File: src/rtl/tpfpf_pkg.sv
// Package for the threshold pulse first peak finder.
// Holds field widths, register indexes and the beat/config/result structs.
// No dependencies.
`timescale 1ns / 1ps

package tpfpf_pkg;

  localparam int SAMPLE_W = 16;
  localparam int FRAC_BITS = 4;
  localparam int IDX_W = 16;
  localparam int THR_W = 15;
  localparam int MINW_W = 16;
  localparam int PED_W = SAMPLE_W + FRAC_BITS;
  // sample minus pedestal, one bit of headroom
  localparam int DIFF_W = PED_W + 1;
  // threshold compare width, room for scaled threshold and signed diff
  localparam int CMP_W = DIFF_W + 1;
  localparam int AREA_W = 38;
  localparam int PEAK_W = 20;
  localparam int CFG_IDX_W = 2;
  localparam int CFG_DATA_W = 20;
  localparam int OUT_DATA_W = 112;

  // configuration register indexes
  localparam logic [CFG_IDX_W-1:0] REG_ADC_THRESHOLD = 2'd0;
  localparam logic [CFG_IDX_W-1:0] REG_MIN_WIDTH = 2'd1;
  localparam logic [CFG_IDX_W-1:0] REG_PEDESTAL_MEAN = 2'd2;

  localparam logic [THR_W-1:0] THR_RESET = 15'd5;
  localparam logic [MINW_W-1:0] MINW_RESET = 16'd10;

  typedef struct packed {
    logic [THR_W-1:0] adc_threshold;
    logic [MINW_W-1:0] min_width;
    logic signed [PED_W-1:0] pedestal_mean;
  } cfg_t;

  typedef struct packed {
    logic signed [SAMPLE_W-1:0] sample;
    logic last_sample;
  } beat_t;

  typedef struct packed {
    logic [IDX_W-1:0] peak_index;
    logic [PEAK_W-1:0] peak_height;
    logic signed [AREA_W-1:0] area;
    logic [IDX_W-1:0] end_index;
    logic [IDX_W-1:0] start_index;
  } result_t;

endpackage

File: src/rtl/tpfpf_cfg_regs.sv
// Configuration registers of the pulse finder.
// Depends on tpfpf_pkg.
`timescale 1ns / 1ps

module tpfpf_cfg_regs
  import tpfpf_pkg::*;
(
  input  logic                  clk,
  input  logic                  rst,
  input  logic                  cfg_valid,
  output logic                  cfg_ready,
  input  logic [CFG_IDX_W-1:0]  cfg_index,
  input  logic [CFG_DATA_W-1:0] cfg_data,
  output cfg_t                  cfg
);

  assign cfg_ready = 1'b1;

  // register writes; an index past the list is dropped
  always_ff @(posedge clk) begin
    if (rst) begin
      cfg.adc_threshold <= THR_RESET;
      cfg.min_width <= MINW_RESET;
      cfg.pedestal_mean <= '0;
    end else if (cfg_valid) begin
      unique case (cfg_index)
        REG_ADC_THRESHOLD: cfg.adc_threshold <= cfg_data[THR_W-1:0];
        REG_MIN_WIDTH:     cfg.min_width <= cfg_data[MINW_W-1:0];
        REG_PEDESTAL_MEAN: cfg.pedestal_mean <= $signed(cfg_data[PED_W-1:0]);
        default: ;
      endcase
    end
  end

endmodule

File: src/rtl/tpfpf_in_stage.sv
// Input register of the pulse finder: holds one sample beat for the core.
// Depends on tpfpf_pkg.
`timescale 1ns / 1ps

module tpfpf_in_stage
  import tpfpf_pkg::*;
(
  input  logic  clk,
  input  logic  rst,
  input  logic  in_valid,
  output logic  in_ready,
  input  beat_t in_beat,
  input  logic  advance,
  output logic  held_valid,
  output beat_t held_beat
);

  assign in_ready = !held_valid || advance;

  always_ff @(posedge clk) begin
    if (rst) begin
      held_valid <= 1'b0;
    end else if (in_valid && in_ready) begin
      held_valid <= 1'b1;
    end else if (advance) begin
      held_valid <= 1'b0;
    end
  end

  // payload needs no reset
  always_ff @(posedge clk) begin
    if (in_valid && in_ready) begin
      held_beat <= in_beat;
    end
  end

endmodule

File: src/rtl/tpfpf_core.sv
// Pulse state and per-sample logic: threshold test, area sum, first peak
// search and pulse close. Depends on tpfpf_pkg.
`timescale 1ns / 1ps

module tpfpf_core
  import tpfpf_pkg::*;
(
  input  logic    clk,
  input  logic    rst,
  input  cfg_t    cfg,
  input  beat_t   beat,
  input  logic    fire,
  output logic    res_valid,
  output result_t res
);

  logic                     in_pulse;
  logic                     first_peak_seen;
  logic [IDX_W-1:0]         sample_counter;
  logic [IDX_W-1:0]         pulse_start;
  logic signed [AREA_W-1:0] area_sum;
  logic [PEAK_W-1:0]        peak_value;
  logic [IDX_W-1:0]         peak_position;

  logic signed [DIFF_W-1:0] diff;
  logic signed [CMP_W-1:0]  thr_scaled;
  logic                     above;
  logic                     start_new;
  logic                     close_low;
  logic                     close_last;
  logic [IDX_W-1:0]         idx_prev;
  logic [IDX_W-1:0]         width_low;
  logic [IDX_W-1:0]         width_last;

  logic                     fps_base;
  logic [IDX_W-1:0]         start_base;
  logic signed [AREA_W-1:0] area_base;
  logic [PEAK_W-1:0]        peak_base;
  logic [IDX_W-1:0]         pos_base;

  logic                     first_peak_seen_next;
  logic signed [AREA_W-1:0] area_sum_next;
  logic [PEAK_W-1:0]        peak_value_next;
  logic [IDX_W-1:0]         peak_position_next;

  // sample above pedestal, in 2^-FRAC_BITS counts
  assign diff = (DIFF_W'(beat.sample) <<< FRAC_BITS) - DIFF_W'(cfg.pedestal_mean);
  assign thr_scaled = $signed({{(CMP_W - THR_W - FRAC_BITS){1'b0}}, cfg.adc_threshold,
                               {FRAC_BITS{1'b0}}});
  assign above = CMP_W'(diff) >= thr_scaled;

  assign start_new = !in_pulse && above;
  assign close_low = in_pulse && !above;
  assign close_last = beat.last_sample && above;
  assign idx_prev = sample_counter - IDX_W'(1);

  // a new pulse starts from cleared state
  always_comb begin
    if (start_new) begin
      fps_base = 1'b0;
      start_base = sample_counter;
      area_base = '0;
      peak_base = '0;
      pos_base = '0;
    end else begin
      fps_base = first_peak_seen;
      start_base = pulse_start;
      area_base = area_sum;
      peak_base = peak_value;
      pos_base = peak_position;
    end
  end

  // area and first peak update for a sample inside the pulse
  always_comb begin
    area_sum_next = area_base + AREA_W'(diff);
    first_peak_seen_next = fps_base;
    peak_value_next = peak_base;
    peak_position_next = pos_base;
    if (!fps_base) begin
      if (diff > $signed({1'b0, peak_base})) begin
        peak_value_next = diff[PEAK_W-1:0];
        peak_position_next = sample_counter;
      end else begin
        first_peak_seen_next = 1'b1;
      end
    end
  end

  // result select: close below level, or close at window end
  assign width_low = idx_prev - pulse_start;
  assign width_last = sample_counter - start_base;

  always_comb begin
    if (close_low) begin
      res_valid = width_low >= cfg.min_width;
      res.start_index = pulse_start;
      res.end_index = idx_prev;
      res.area = area_sum;
      res.peak_height = peak_value;
      res.peak_index = peak_position;
    end else begin
      res_valid = close_last && (width_last >= cfg.min_width);
      res.start_index = start_base;
      res.end_index = sample_counter;
      res.area = area_sum_next;
      res.peak_height = peak_value_next;
      res.peak_index = peak_position_next;
    end
  end

  // control state
  always_ff @(posedge clk) begin
    if (rst) begin
      in_pulse <= 1'b0;
      sample_counter <= '0;
    end else if (fire) begin
      in_pulse <= above && !beat.last_sample;
      sample_counter <= beat.last_sample ? '0 : sample_counter + IDX_W'(1);
    end
  end

  // pulse payload, only read while a pulse is open
  always_ff @(posedge clk) begin
    if (fire) begin
      first_peak_seen <= first_peak_seen_next;
      pulse_start <= start_base;
      area_sum <= area_sum_next;
      peak_value <= peak_value_next;
      peak_position <= peak_position_next;
    end
  end

endmodule

File: src/rtl/tpfpf_out_reg.sv
// Output register of the pulse finder: holds one result beat until taken.
// Depends on tpfpf_pkg.
`timescale 1ns / 1ps

module tpfpf_out_reg
  import tpfpf_pkg::*;
(
  input  logic    clk,
  input  logic    rst,
  input  logic    load,
  input  result_t res,
  output logic    out_valid,
  input  logic    out_ready,
  output result_t out_res
);

  always_ff @(posedge clk) begin
    if (rst) begin
      out_valid <= 1'b0;
    end else if (load) begin
      out_valid <= 1'b1;
    end else if (out_ready) begin
      out_valid <= 1'b0;
    end
  end

  always_ff @(posedge clk) begin
    if (load) begin
      out_res <= res;
    end
  end

endmodule

File: src/rtl/threshold_pulse_first_peak_finder.sv
// Threshold pulse finder that reports the first peak of each pulse.
// Depends on tpfpf_pkg and the tpfpf_* submodules.
//
// Samples stream in one beat per clock, tlast marking the last sample of a
// window. A pulse opens at a sample at or above pedestal + threshold and
// closes at the first sample below it, or at the window end; it is reported
// when end - start reaches min_width. Each sample passes an input register
// and the compare logic (threshold compare, 38-bit area add, peak compare)
// into the output register, so the block takes one sample every cycle. A
// result is loaded as the closing sample leaves the input register. The
// input side stalls only while a result is pending in a full output
// register that the sink does not take. Configuration writes are accepted
// every cycle and must be made while no samples are in flight.
`timescale 1ns / 1ps

module threshold_pulse_first_peak_finder
  import tpfpf_pkg::*;
(
  input  logic                  clk,
  input  logic                  rst,
  // configuration write channel
  input  logic                  cfg_valid,
  output logic                  cfg_ready,
  input  logic [CFG_IDX_W-1:0]  cfg_index,
  input  logic [CFG_DATA_W-1:0] cfg_data,
  // sample stream
  input  logic                  s_tvalid,
  output logic                  s_tready,
  input  logic [SAMPLE_W-1:0]   s_tdata,   // [15:0] sample
  input  logic                  s_tlast,   // last_sample
  // pulse result stream
  output logic                  m_tvalid,
  input  logic                  m_tready,
  output logic [OUT_DATA_W-1:0] m_tdata    // start_index, end_index, area,
                                           // peak_height, peak_index, zero pad
);

  cfg_t    cfg;
  beat_t   in_beat;
  beat_t   held_beat;
  logic    held_valid;
  logic    advance;
  logic    res_valid;
  result_t res;
  result_t out_res;

  tpfpf_cfg_regs u_cfg (
    .clk       (clk),
    .rst       (rst),
    .cfg_valid (cfg_valid),
    .cfg_ready (cfg_ready),
    .cfg_index (cfg_index),
    .cfg_data  (cfg_data),
    .cfg       (cfg)
  );

  assign in_beat.sample = $signed(s_tdata);
  assign in_beat.last_sample = s_tlast;

  tpfpf_in_stage u_in (
    .clk        (clk),
    .rst        (rst),
    .in_valid   (s_tvalid),
    .in_ready   (s_tready),
    .in_beat    (in_beat),
    .advance    (advance),
    .held_valid (held_valid),
    .held_beat  (held_beat)
  );

  // a held sample moves on unless its result has nowhere to go
  assign advance = held_valid && (!res_valid || !m_tvalid || m_tready);

  tpfpf_core u_core (
    .clk       (clk),
    .rst       (rst),
    .cfg       (cfg),
    .beat      (held_beat),
    .fire      (advance),
    .res_valid (res_valid),
    .res       (res)
  );

  tpfpf_out_reg u_out (
    .clk       (clk),
    .rst       (rst),
    .load      (advance && res_valid),
    .res       (res),
    .out_valid (m_tvalid),
    .out_ready (m_tready),
    .out_res   (out_res)
  );

  assign m_tdata = OUT_DATA_W'(out_res);

endmodule

File: config.mk
export PLATFORM = sky130hd
export DESIGN_NAME = threshold_pulse_first_peak_finder
export DESIGN_NICKNAME = d
export VERILOG_FILES = /design/src/rtl/tpfpf_pkg.sv /design/src/rtl/tpfpf_cfg_regs.sv /design/src/rtl/tpfpf_in_stage.sv /design/src/rtl/tpfpf_core.sv /design/src/rtl/tpfpf_out_reg.sv /design/src/rtl/threshold_pulse_first_peak_finder.sv
export SDC_FILE = /design/constraint.sdc
export NUM_CORES = 1
export LEC_CHECK = 0
export ABC_AREA = 1
export BUFFER_PORTS_ARGS = -buffer_cell sky130_fd_sc_hd__buf_2
export CAP_MARGIN = 10
export CORE_ASPECT_RATIO = 0.6
export CORE_UTILIZATION = 55
export DETAILED_ROUTE_END_ITERATION = 12
export HOLD_SLACK_MARGIN = 0.08
export MAX_ROUTING_LAYER = met4
export PLACE_DENSITY = 0.76
export SKIP_LAST_GASP = 1
export SLEW_MARGIN = 10
export SYNTH_ARGS = -nofsm -noshare
export SYNTH_HDL_FRONTEND = slang
export SYNTH_SLANG_ARGS = --single-unit
File: constraint.sdc
create_clock -name clk -period 7.9 [get_ports clk]
set_input_delay 0.79 -clock clk [delete_from_list [all_inputs] [get_ports clk]]
set_output_delay 0.79 -clock clk [all_outputs]
set_load 0.02 [all_outputs]
==> results.cfg <==
[global_routing]
grt_overflow_total = 0
grt_use_total = 0.304
grt_pass1_vias = 14100
antenna_found_initial = 1
grt_start_max_net_pins = 113
grt_pass1_wl_um = 77900

[timing]
fin_crit_ps = 7580
fin_crit_sh = 0.960
setup_viol = 0
timing.hold.ws_ps = 403
setup_ws_ps = 318
worst_slew_pin_slew_ps = 1130
hold_viol = 0
relSlewSlack = 0.248
clock_skew_ps = 14.1
slew_violations = 0
max_freq_ghz = 0.132

[clocking]
cts.sinks = 284
cts_tree = yes
holdBufCountCts = 0
numCtsBuffers = 27
insertion_delay_ps = 560
cts_buffer_depth = 3
clock-root-buffer = clkbuf_16
h-tree-depth = 1
cts.reportedPaths.clkPinSlew_ps = 70

[setup_path]
slowest_stage = edfxtp_1
cp-start-kind = register
r2r_slack_ps = 590
path_max_fanout = 7
cpPeakStageDelay_ps = 420
r2r-end = u_out.out_res[81]$_DFFE_PP_
end_kind = primary output
path_delay_family = compound AO/OA/AOI/OAI gates
reg2reg_depth = 40
rr_startpoint = u_in.held_beat[6]$_DFFE_PP_
worst_ep_arrival_time_ps = 6790
cpMostUsedCell = nand2_1
worstPathRequired_ps = 7110
worstSetupPathType = register to primary output
worstPathBufferInverterCount = 6

[synthesis]
synth_ff_type = edfxtp_1
synth-seq-cells = 284
synth-edff-count = 214
synth_cells = 2226
synth_area_sq_um = 18200
synth_cell_type_count = 54
synthArstFlopShare = 0
postSynthAreaPerCell_sq_um = 8.18
ys_seq_area_frac = 0.430
yosysWarningCount = 0

[floorplan]
dieArea_sq_um = 33900
rows = 51
ios = 159
start_util = 0.561
die_width_um = 237
die_y_um = 143
core_area_sq_um = 32500

[min_path]
holdPathEnd = u_in.held_beat[3]$_DFFE_PP_
hold_path_depth = 1
hold_path.startpoint = s_tdata[2]
hold_class = primary input to register

[flow_run]
maxCapViolCount = 0

[placed_design]
place_inst = 2767
post_dp_cell_area_sq_um = 19400
portBuffers = 151
dp_slack_ps = 259
hpwlAfterDp_um = 37500
gp_congestion = 1.00

[final_layout]
fin_nets = 2590
layout-drive-gt1-share = 0.158
final_area_sq_um = 20900
syn2layout_area_growth_pct = 14.7
final_cell_mix = nand2_1 (624), inv_1 (312), edfxtp_1 (214)
fin_cells = 2837
fillers = 2754
layout_commonest_cell = nand2_1

[power_and_ir_drop]
total_power_w = 0.00610
total_leakage_power_nw = 9.69
ir_worst_vdd_uv = 224
powerDensity_nw_per_um2 = 292

[detailed_routing]
vias = 15800
dr.pass1.iters = 5
dr.first_iter.drc_count = 1787
drc = 0
viasPerCell = 5.58
routed_wirelength_um = 51300
wl_per_cell_um = 18.1
ant_nets = 0

[run_status]
status = complete, no violations
[synth_stat cells, types with 8 or more instances]
master	number	area (sq um)
buf_6	8	90.1
nor2_1	98	368
nor3_1	23	115
xor2_1	64	561
nand2_2	9	56.3
clkbuf_1	32	120
edfxtp_1	214	6430
o21bai_1	9	67.6
dfxtp_1	70	1400
a21oi_1	153	766
buf_2	15	75.1
xnor2_1	24	210
o21ai_2	28	245
nand2_1	631	2370
o21ai_0	139	696
a21oi_2	9	78.8
nand4_1	23	144
nand3_1	75	375
inv_2	9	33.8
ha_1	151	1890
inv_1	320	1200
nor4_1	8	50.1
a31oi_1	16	100
a21o_1	9	67.6
[how the worst max path moves through the flow]
| stage | startpoint | end | slack, ps | depth (start not counted) |
|---|---|---|---|---|
| finish | u_in.held_beat[6]$_DFFE_PP_ | s_tready | 320 | 38 |
| global placement | u_in.held_beat[6]$_DFFE_PP_ | u_out.out_res[80]$_DFFE_PP_ | 350 | 40 |
| global route | u_in.held_beat[5]$_DFFE_PP_ | s_tready | -80 | 42 |
| detailed placement | u_in.held_beat[6]$_DFFE_PP_ | u_out.out_res[84]$_DFFE_PP_ | 260 | 40 |
| CTS | u_in.held_beat[6]$_DFFE_PP_ | s_tready | 20 | 36 |
| floorplan | u_in.held_beat[6]$_DFFE_PP_ | u_out.out_res[0]$_DFFE_PP_ | 20 | 45 |
[power breakdown]
part	total [W]	internal (W)	switching, W
sequential	0.00201	0.00194	0.0000677
clock	0.00132	0.000730	0.000592
combinational	0.00277	0.000926	0.00184
total	0.00610	0.00360	0.00250
[cell families after synthesis]
family,Yosys count,share of synthesized area
xor gates and xnor gates,88,0.0423
AOI/OAI and AO/OA,407,0.130
adders and majority gates,154,0.107
and+or+nand+nor,891,0.202
DFF,284,0.430
other,2,0.000412
buffers and inverters,400,0.0882
[worst register-to-register path: cells and delay by family, from the launching register on]
kind | cells | cell delay, ps
buf+inv | 8 | 1560
compound gates | 10 | 1880
xor+xnor | 1 | 290
flops | 1 | 420
fa+ha+maj | 4 | 1050
simple gates | 17 | 1690
[per-stage QoR]
stage                     setup TNS [ps]  utilization
after floorplan                        0            -
after global placement                 0        0.598
after global routing               -82.2        0.643
after detailed placement               0        0.598
final                                  0        0.643
after CTS                              0        0.626
[per-layer routing]
layer	track usage	part of all wire	vias up
met3	0.0468	0.092	76
met5	-	0	-
li1	-	-	7699
met1	0.454	0.47	7308
met4	0.0615	0.020	0
met2	0.434	0.42	750
[area by class of cell]
class | count | area (sq um) | share of cell area
inverters | 333 | 1260 | 0.0603
flip-flops and latches | 284 | 7830 | 0.375
repair buffers | 199 | 1210 | 0.0582
clock inverters | 12 | 96.3 | 0.00461
diodes | 1 | 2.50 | 0.000120
multi-input cells | 1547 | 9170 | 0.439
well taps | 424 | 531 | 0.0254
clock buffers | 37 | 785 | 0.0376
[registers in the layout (all words and copies together) (netlist names), 16 cells and up]
name                   flops
u_cfg.cfg                 51
u_core.area_sum           38
u_core.peak_position      16
u_core.peak_value         20
u_core.pulse_start        16
u_core.sample_counter     16
u_in.held_beat            17
u_out.out_res            106
[what timing repair did]
item | 4_1_cts | 5_1_grt
cloned | 0 | 2
setup endpoints to repair | 1 | 80
pin swaps | 0 | 29
buffers inserted | 0 | 18
resized for setup | 4 | 94
(Power assumes the default switching activity.)
